**src/rtl/bpc_pkg.sv**
```systemverilog
package bpc_pkg;

  localparam int unsigned MAX_BUTTONS_DEF = 8;
  // the button field is three bits wide, so no more than eight entries can be addressed
  localparam int unsigned BUTTON_FIELD_SPAN = 8;

  localparam logic FUNC_EDGE = 1'b0;
  localparam logic FUNC_POLL = 1'b1;

  localparam logic [2:0] CFG_NUM_BUTTONS     = 3'd0;
  localparam logic [2:0] CFG_LONG_DELAY      = 3'd1;
  localparam logic [2:0] CFG_VERY_LONG_DELAY = 3'd2;
  localparam logic [2:0] CFG_DEFAULT_DEBOUNCE = 3'd3;
  localparam logic [2:0] CFG_INITIAL_LEVELS  = 3'd4;

  localparam logic [3:0]  NUM_BUTTONS_RST      = 4'd0;
  localparam logic [15:0] LONG_DELAY_RST       = 16'd1000;
  localparam logic [15:0] VERY_LONG_DELAY_RST  = 16'd2000;
  localparam logic [15:0] DEFAULT_DEBOUNCE_RST = 16'd50;
  localparam logic [7:0]  INITIAL_LEVELS_RST   = 8'd0;

  typedef enum logic [2:0] {
    ST_DOWN   = 3'd0,
    ST_SHORT  = 3'd1,
    ST_LONG   = 3'd2,
    ST_VLONG  = 3'd3,
    ST_DOUBLE = 3'd4,
    ST_UP     = 3'd5,
    ST_STOP   = 3'd6
  } press_state_e;

  typedef enum logic [2:0] {
    EV_NONE    = 3'd0,
    EV_SHORT   = 3'd1,
    EV_LONG    = 3'd2,
    EV_VLONG   = 3'd3,
    EV_DOUBLE  = 3'd4,
    EV_RELEASE = 3'd5
  } press_event_e;

  typedef struct packed {
    logic        func;
    logic [2:0]  button;
    logic [31:0] now;
    logic        pin_level;
    logic [15:0] debounce_count;
  } in_item_t;

  typedef struct packed {
    press_event_e press_event;
    logic         accepted;
    press_state_e fsm_state;
  } out_item_t;

  typedef struct packed {
    logic [3:0]  num_buttons;
    logic [15:0] long_delay;
    logic [15:0] very_long_delay;
    logic [15:0] default_debounce;
    logic [7:0]  initial_levels;
  } cfg_t;

  typedef struct packed {
    press_state_e press_state;
    press_state_e previous_state;
    logic         latched_level;
    logic [31:0]  press_start;
    logic [31:0]  last_release;
    logic [31:0]  debounce_deadline;
  } entry_t;

endpackage

```
**src/rtl/bpc_cfg_regs.sv**
```systemverilog
module bpc_cfg_regs (
  input  logic          clk_i,
  input  logic          rst_ni,
  input  logic          cfg_valid_i,
  output logic          cfg_ready_o,
  input  logic [2:0]    cfg_index_i,
  input  logic [15:0]   cfg_data_i,
  output bpc_pkg::cfg_t cfg_o,
  output logic          levels_load_o
);

  bpc_pkg::cfg_t cfg_q, cfg_d;
  logic          wr;

  assign cfg_ready_o = 1'b1;
  assign wr          = cfg_valid_i;

  always_comb begin
    cfg_d = cfg_q;
    levels_load_o = 1'b0;
    if (wr) begin
      unique case (cfg_index_i)
        bpc_pkg::CFG_NUM_BUTTONS:      cfg_d.num_buttons = cfg_data_i[3:0];
        bpc_pkg::CFG_LONG_DELAY:       cfg_d.long_delay = cfg_data_i;
        bpc_pkg::CFG_VERY_LONG_DELAY:  cfg_d.very_long_delay = cfg_data_i;
        bpc_pkg::CFG_DEFAULT_DEBOUNCE: cfg_d.default_debounce = cfg_data_i;
        bpc_pkg::CFG_INITIAL_LEVELS: begin
          cfg_d.initial_levels = cfg_data_i[7:0];
          levels_load_o = 1'b1;
        end
        default: ;
      endcase
    end
  end

  always_ff @(posedge clk_i or negedge rst_ni) begin
    if (!rst_ni) begin
      cfg_q.num_buttons      <= bpc_pkg::NUM_BUTTONS_RST;
      cfg_q.long_delay       <= bpc_pkg::LONG_DELAY_RST;
      cfg_q.very_long_delay  <= bpc_pkg::VERY_LONG_DELAY_RST;
      cfg_q.default_debounce <= bpc_pkg::DEFAULT_DEBOUNCE_RST;
      cfg_q.initial_levels   <= bpc_pkg::INITIAL_LEVELS_RST;
    end else begin
      cfg_q <= cfg_d;
    end
  end

  assign cfg_o = cfg_q;

endmodule

```
**src/rtl/bpc_step.sv**
```systemverilog
module bpc_step #(
  parameter int unsigned MAX_BUTTONS_P = bpc_pkg::MAX_BUTTONS_DEF
) (
  input  bpc_pkg::in_item_t  item_i,
  input  bpc_pkg::cfg_t      cfg_i,
  input  bpc_pkg::entry_t    cur_i,
  output bpc_pkg::entry_t    nxt_o,
  output logic               write_o,
  output bpc_pkg::out_item_t res_o
);

  logic                  accept;
  logic [31:0]           deb_ticks;
  logic [31:0]           held;
  logic [31:0]           since_release;
  logic                  expired;
  bpc_pkg::press_state_e next_st;
  bpc_pkg::press_event_e ev;

  assign accept = ({1'b0, item_i.button} < cfg_i.num_buttons)
                  && (32'(item_i.button) < MAX_BUTTONS_P);
  assign deb_ticks = (item_i.debounce_count != 16'd0) ? 32'(item_i.debounce_count)
                                                       : 32'(cfg_i.default_debounce);
  assign held          = item_i.now - cur_i.press_start;
  assign since_release = item_i.now - cur_i.last_release;
  assign expired = (cur_i.debounce_deadline != 32'd0)
                   && (item_i.now > cur_i.debounce_deadline);

  // one step of the press machine
  always_comb begin
    next_st = bpc_pkg::ST_STOP;
    ev      = bpc_pkg::EV_NONE;
    unique case (cur_i.press_state)
      bpc_pkg::ST_DOWN: next_st = bpc_pkg::ST_SHORT;
      bpc_pkg::ST_SHORT: begin
        if (!cur_i.latched_level) begin
          next_st = bpc_pkg::ST_UP;
        end else if (held > 32'(cfg_i.long_delay)) begin
          next_st = bpc_pkg::ST_LONG;
        end else if (since_release < 32'(cfg_i.long_delay)) begin
          next_st = bpc_pkg::ST_DOUBLE;
        end else begin
          next_st = bpc_pkg::ST_SHORT;
          if (cur_i.previous_state != bpc_pkg::ST_SHORT) ev = bpc_pkg::EV_SHORT;
        end
      end
      bpc_pkg::ST_LONG: begin
        if (!cur_i.latched_level) begin
          next_st = bpc_pkg::ST_UP;
        end else if (held > 32'(cfg_i.very_long_delay)) begin
          next_st = bpc_pkg::ST_VLONG;
        end else begin
          next_st = bpc_pkg::ST_LONG;
          if (cur_i.previous_state != bpc_pkg::ST_LONG) ev = bpc_pkg::EV_LONG;
        end
      end
      bpc_pkg::ST_VLONG: begin
        if (!cur_i.latched_level) begin
          next_st = bpc_pkg::ST_UP;
        end else begin
          next_st = bpc_pkg::ST_VLONG;
          if (cur_i.previous_state != bpc_pkg::ST_VLONG) ev = bpc_pkg::EV_VLONG;
        end
      end
      bpc_pkg::ST_DOUBLE: begin
        next_st = bpc_pkg::ST_UP;
        ev      = bpc_pkg::EV_DOUBLE;
      end
      bpc_pkg::ST_UP: begin
        next_st = bpc_pkg::ST_STOP;
        ev      = bpc_pkg::EV_RELEASE;
      end
      default: next_st = bpc_pkg::ST_STOP;
    endcase
  end

  always_comb begin
    nxt_o             = cur_i;
    write_o           = accept;
    res_o.press_event = bpc_pkg::EV_NONE;
    res_o.accepted    = 1'b1;
    if (!accept) begin
      res_o.accepted = 1'b0;
    end else if (item_i.func == bpc_pkg::FUNC_EDGE) begin
      // a sum of zero after wrap means no debounce pending
      nxt_o.debounce_deadline = item_i.now + deb_ticks;
    end else if (expired) begin
      nxt_o.debounce_deadline = 32'd0;
      if (item_i.pin_level != cur_i.latched_level) begin
        nxt_o.latched_level = item_i.pin_level;
        if (item_i.pin_level && cur_i.press_state == bpc_pkg::ST_STOP) begin
          nxt_o.press_state = bpc_pkg::ST_DOWN;
        end
      end
    end else if (cur_i.press_state != bpc_pkg::ST_STOP) begin
      nxt_o.previous_state = cur_i.press_state;
      nxt_o.press_state    = next_st;
      res_o.press_event    = ev;
      if (cur_i.press_state == bpc_pkg::ST_DOWN) nxt_o.press_start = item_i.now;
      if (cur_i.press_state == bpc_pkg::ST_UP) nxt_o.last_release = item_i.now;
    end
    res_o.fsm_state = accept ? nxt_o.press_state : bpc_pkg::ST_STOP;
  end

endmodule

```
**src/rtl/button_press_classifier_unit.sv**
```systemverilog
// press classifier for up to MAX_BUTTONS_P push buttons, addressed by index
// input channel: in_valid_i / in_stall_o carry one item (edge notification or poll
//   pass for one button); the beat is taken when valid is high and stall is low
// output channel: out_valid_o / out_stall_i carry exactly one result per input beat
// config channel: cfg_valid_i / cfg_ready_o write register cfg_index_i with
//   cfg_data_i; ready is always high, writes are meant only while the block is idle
// path: the input register takes the beat, then the state table update and the result
//   register load together on the same edge
// throughput: one item per cycle while no result is held; per-button state sits in
//   flip-flops and the read-modify-write of one entry fits between the input and
//   result registers, so items on the same button may follow back to back
// reset: every button stopped, no debounce pending, times zero, registers at
//   their defaults; the block takes items in the first cycle after reset
// stall: a held result freezes the output register; the input register then
//   fills and in_stall_o rises until the result is taken
module button_press_classifier_unit #(
  parameter int unsigned MAX_BUTTONS_P = bpc_pkg::MAX_BUTTONS_DEF
) (
  input  logic               clk_i,
  input  logic               rst_ni,
  input  logic               in_valid_i,
  output logic               in_stall_o,
  input  bpc_pkg::in_item_t  in_data_i,
  output logic               out_valid_o,
  input  logic               out_stall_i,
  output bpc_pkg::out_item_t out_data_o,
  input  logic               cfg_valid_i,
  output logic               cfg_ready_o,
  input  logic [2:0]         cfg_index_i,
  input  logic [15:0]        cfg_data_i
);

  localparam int unsigned StoreDepth = (MAX_BUTTONS_P < bpc_pkg::BUTTON_FIELD_SPAN)
                                       ? MAX_BUTTONS_P : bpc_pkg::BUTTON_FIELD_SPAN;
  localparam int unsigned IdxW = (StoreDepth > 1) ? $clog2(StoreDepth) : 1;

  bpc_pkg::cfg_t      cfg;
  logic               levels_load;
  bpc_pkg::in_item_t  item_q;
  logic               item_valid_q;
  bpc_pkg::out_item_t res_d, res_q;
  logic               res_valid_q;
  logic               advance;
  logic [IdxW-1:0]    idx;
  bpc_pkg::entry_t    entry_q [StoreDepth];
  bpc_pkg::entry_t    cur, nxt;
  logic               wr;

  bpc_cfg_regs u_cfg (
    .clk_i         (clk_i),
    .rst_ni        (rst_ni),
    .cfg_valid_i   (cfg_valid_i),
    .cfg_ready_o   (cfg_ready_o),
    .cfg_index_i   (cfg_index_i),
    .cfg_data_i    (cfg_data_i),
    .cfg_o         (cfg),
    .levels_load_o (levels_load)
  );

  // an item is held and the result register is free or draining this cycle
  assign advance    = item_valid_q && (!res_valid_q || !out_stall_i);
  assign in_stall_o = item_valid_q && !advance;

  always_ff @(posedge clk_i or negedge rst_ni) begin
    if (!rst_ni) begin
      item_valid_q <= 1'b0;
    end else if (!in_stall_o) begin
      item_valid_q <= in_valid_i;
    end
  end

  always_ff @(posedge clk_i) begin
    if (!in_stall_o && in_valid_i) item_q <= in_data_i;
  end

  // out-of-range indexes alias an entry here but never write it
  assign idx = IdxW'(item_q.button);
  assign cur = entry_q[idx];

  bpc_step #(
    .MAX_BUTTONS_P (MAX_BUTTONS_P)
  ) u_step (
    .item_i  (item_q),
    .cfg_i   (cfg),
    .cur_i   (cur),
    .nxt_o   (nxt),
    .write_o (wr),
    .res_o   (res_d)
  );

  always_ff @(posedge clk_i or negedge rst_ni) begin
    if (!rst_ni) begin
      for (int i = 0; i < StoreDepth; i++) begin
        entry_q[i].press_state       <= bpc_pkg::ST_STOP;
        entry_q[i].previous_state    <= bpc_pkg::ST_DOWN;
        entry_q[i].latched_level     <= bpc_pkg::INITIAL_LEVELS_RST[i];
        entry_q[i].press_start       <= 32'd0;
        entry_q[i].last_release      <= 32'd0;
        entry_q[i].debounce_deadline <= 32'd0;
      end
    end else if (levels_load) begin
      for (int i = 0; i < StoreDepth; i++) begin
        entry_q[i].latched_level <= cfg_data_i[i];
      end
    end else if (advance && wr) begin
      entry_q[idx] <= nxt;
    end
  end

  always_ff @(posedge clk_i or negedge rst_ni) begin
    if (!rst_ni) begin
      res_valid_q <= 1'b0;
    end else if (advance) begin
      res_valid_q <= 1'b1;
    end else if (!out_stall_i) begin
      res_valid_q <= 1'b0;
    end
  end

  always_ff @(posedge clk_i) begin
    if (advance) res_q <= res_d;
  end

  assign out_valid_o = res_valid_q;
  assign out_data_o  = res_q;

endmodule

```
**config.mk**
```make
export PLATFORM = sky130hd
export DESIGN_NAME = button_press_classifier_unit
export DESIGN_NICKNAME = d
export VERILOG_FILES = /design/src/rtl/bpc_pkg.sv /design/src/rtl/bpc_cfg_regs.sv /design/src/rtl/bpc_step.sv /design/src/rtl/button_press_classifier_unit.sv
export SDC_FILE = /design/constraint.sdc
export NUM_CORES = 2
export LEC_CHECK = 0
export ABC_AREA = 0
export BUFFER_PORTS_ARGS = -buffer_cell sky130_fd_sc_hd__buf_2
export CAP_MARGIN = 10
export CORE_UTILIZATION = 50
export CTS_CLUSTER_SIZE = 40
export DETAILED_ROUTE_END_ITERATION = 10
export PLACE_DENSITY = 0.66
export SLEW_MARGIN = 30
export SYNTH_ARGS = -nofsm -noshare
export SYNTH_HDL_FRONTEND = slang
export SYNTH_SLANG_ARGS = --single-unit
```
**constraint.sdc**
```tcl
create_clock -name clk_i -period 15.5 [get_ports clk_i]
set_input_delay 0 -clock clk_i [delete_from_list [all_inputs] [get_ports clk_i]]
set_output_delay 0 -clock clk_i [all_outputs]
set_load 0.02 [all_outputs]
```
==> impl_metrics.py <==
metrics = {
    "clock_network": {
        "clk_path_buf_depth": 3,
        "cts_made_buffers": 100,
        "path_clk_slew_ns": 0.07,
        "root_buffer": "clkbuf_16",
        "cts-htree-levels": 3,
        "clock-sinks": 938,
        "post_cts_buffers": 0,
        "clock_latency_ns": 0.70,
        "cts_tree": "yes",
    },
    "power_and_ir_drop": {
        "max-vdd-ir-drop_uv": 78.9,
        "power.leakage_nw": 22.5,
        "power-per-cell-area_nw_per_um2": 153,
    },
    "logic_synthesis": {
        "synth_edf_count": 60,
        "yosysUniqueCellTypes": 86,
        "synth.top_cell.area_share": 0.454,
        "avgSynthCellArea_um2": 9.67,
        "ys_seq_elements": 938,
        "ys_seq_area_frac": 0.510,
        "synth.area.top_cells": "dfrtp_1 (45%), o21ai_0 (8.2%), nand2_1 (6.8%)",
        "synthCells": 4829,
        "async_reset_ff_frac": 0.936,
        "ys_warn_count": 0,
        "syn_nets": 5070,
        "synthFlopType": "dfrtp_1",
        "synth.largest_area_cell": "dfrtp_1",
        "synth.cell_area_um2": 46700,
    },
    "route": {
        "viasPerCell": 6.18,
        "num_vias": 38320,
        "post_drt_wl_per_cell_um": 24.8,
        "remaining_drc_errors": 0,
        "drt_first_pass_iters": 6,
        "wl_um": 154000,
        "drt_iter0_drc": 4093,
        "ant_nets": 0,
    },
    "timing": {
        "setup_viol": 0,
        "post-route-period-util": 0.529,
        "max_freq_mhz": 122,
        "rsz0062_at_grt": "no",
        "worst_slew_pin_slew_ns": 1.02,
        "finalSetupTns_ns": 0,
        "finalHoldViolCount": 0,
        "finClkSkew_ns": 0.0374,
        "min_period_ns": 8.19,
        "drv_slew": 0,
        "slew_headroom": 0.320,
    },
    "worst_setup_path": {
        "timing_worst_setup_path_type": "reg2reg",
        "end_kind": "flop",
        "crit_fanout": 96,
        "required_ns": 16.04,
        "crit_arrival_ns": 8.73,
        "start_kind": "flop",
    },
    "layout": {
        "layout.nets": 5115,
        "instances_no_fill": 6200,
        "final_common_cell": "dfrtp_1",
        "final_core_util": 0.571,
        "layout_common_cells": "dfrtp_1 (847), nand2_1 (833), o21ai_0 (761)",
        "antenna_cells": 0,
        "syn2layout_area_growth_pct": 12.5,
        "final_layout_size_suffix_gt1_frac": 0.113,
        "final_cell_area_um2": 52600,
    },
    "place": {
        "place.gp.congestion": 0.969,
        "dp_hpwl_um": 97400,
        "place_area_um2": 48200,
        "portBuffers": 85,
        "dp_cells": 5910,
    },
    "job": {
        "cap_violations": 0,
    },
    "hold_path": {
        "hold_path_class": "in2reg",
    },
    "global_route": {
        "use_met1": 0.468,
        "grt_pass1_vias": 36893,
        "grt_antenna_before_repair": 1,
        "grt_pass1_wl_um": 234000,
        "busiest_layer": "met2",
        "grt_util_met2": 0.492,
        "track_usage": 0.326,
        "met3_usage": 0.0534,
        "grt_max_degree": 148,
        "overflow": 0,
    },
    "floorplanning": {
        "die_h_um": 308,
        "core_um2": 92100,
        "placementRows": 111,
        "start_util": 0.507,
        "die_w_um": 308,
        "dieArea_um2": 94700,
        "io_pins": 87,
    },
    "run_status": {
        "status": "finished, final reports clean",
    },
}
==> registers in the layout, indices dropped and copies added (netlist names) <==
signal        cells
out_valid_o       1
idx               3
out_data_o        7
entry_q         824
item_q           50
item_valid_q      1
u_cfg.cfg_o      52
==> final timing paths <==
path	depth (start not counted)	from	end	slack, ns
max	24	idx[0]	entry_q[203]	7.31
min	2	in_data_i[12]	item_q[12]	0.02
max reg2reg	24	idx[0]	entry_q[203]	7.31
min reg2reg	2	entry_q[174]	entry_q[174]	0.48
max in group asynchronous	6	rst_ni	entry_q[177]	12.14
min in group asynchronous	3	rst_ni	entry_q[206]	0.48
==> layout make-up <==
| type | count | area (um2) |
|---|---|---|
| Fill cell | 7907 | 39500 |
| Sequential cell | 938 | 23800 |
| Multi-Input combinational cell | 3446 | 21300 |
| Clock buffer | 152 | 2950 |
| Timing Repair Buffer | 276 | 2200 |
| Tap cell | 1243 | 1560 |
| Inverter | 112 | 420 |
| Clock inverter | 33 | 329 |
==> what timing repair did <==
| action | 4_1_cts | 5_1_grt |
|---|---|---|
| endpoints found under the hold margin | 221 | 0 |
| gates resized for setup | 0 | 0 |
| hold buffers | 105 | 0 |
| setup endpoints to repair | 0 | 0 |
==> per-stage QoR <==
| step | setup slack, ns | hold WS [ns] | power, W |
|---|---|---|---|
| after floorplan | 9.01 | -0.296 | 0.00487 |
| after global placement | 7.41 | 0.133 | 0.00550 |
| after detailed placement | 7.58 | 0.131 | 0.00557 |
| after CTS | 7.56 | 0.000494 | 0.00800 |
| after global routing | 7.02 | 0.0226 | 0.00845 |
| final | 7.31 | 0.0197 | 0.00802 |
==> cell families (layout without fill, tap and decap cells) <==
kind of cell / after synthesis / count (layout) / share of synthesized area
and+or+nand+nor: 1381 / 1381 / 0.128
xor gates and xnor gates: 68 / 68 / 0.0127
other: 1 / 1 / 0.0000803
muxes: 194 / 194 / 0.0529
buffers and inverters: 445 / 573 / 0.0381
AOI/OAI and AO/OA: 1638 / 1638 / 0.214
DFF: 938 / 938 / 0.510
adders and majority gates: 164 / 164 / 0.0444
==> metal layers <==
layer  share of wire  wire, um
met2            0.44     67500
met4           0.042      6410
met1            0.43     66800
met5               0         0
met3           0.085     13100
==> Yosys cell counts, types with 21 or more instances <==
library cell,number
and4_1,32
xnor2_1,46
o21ai_0,761
a22oi_1,179
nor2_1,240
dfrtp_1,847
mux2_4,21
and3_1,40
xor2_1,22
nand2_1,841
nor3_1,34
edfxtp_1,60
dfstp_2,31
a221oi_1,92
a21o_1,60
clkbuf_1,281
mux2_2,100
nand3_1,39
mux2i_1,45
a31oi_1,57
a2bb2oi_1,28
a22o_1,23
o21ai_1,50
mux4_2,23
inv_1,111
ha_1,161
a21oi_1,221
nand4_1,43
==> where the power goes <==
| part | internal (W) | total, W | switching [W] | leakage (nW) |
|---|---|---|---|---|
| logic | 0.000829 | 0.00214 | 0.00131 | 8.74 |
| registers | 0.00312 | 0.00347 | 0.000349 | 12.1 |
| clock network | 0.00140 | 0.00241 | 0.00102 | 1.62 |
==> critical path: stages, from the launching register on <==
cell and delay [ns]:
edfxtp_1 0.37, buf_12 0.50, nand2_1 0.27, nor2_4 0.44, buf_4 0.47, buf_4 0.53
a22oi_1 0.13, and4_1 0.28, ha_1 0.39, a21oi_1 0.19, o21ai_0 0.22, and3_1 0.27
or3_1 0.38, xor2_1 0.23, ha_1 0.30, a21oi_1 0.16, o21ai_0 0.11, a211oi_1 0.40
o21ai_0 0.14, a2111oi_0 0.42, nand3_1 0.17, nor4_2 0.73, o31ai_1 0.16, o21bai_1 0.59
a21oi_1 0.16
No activity file was read; power rests on OpenSTA's default activity.
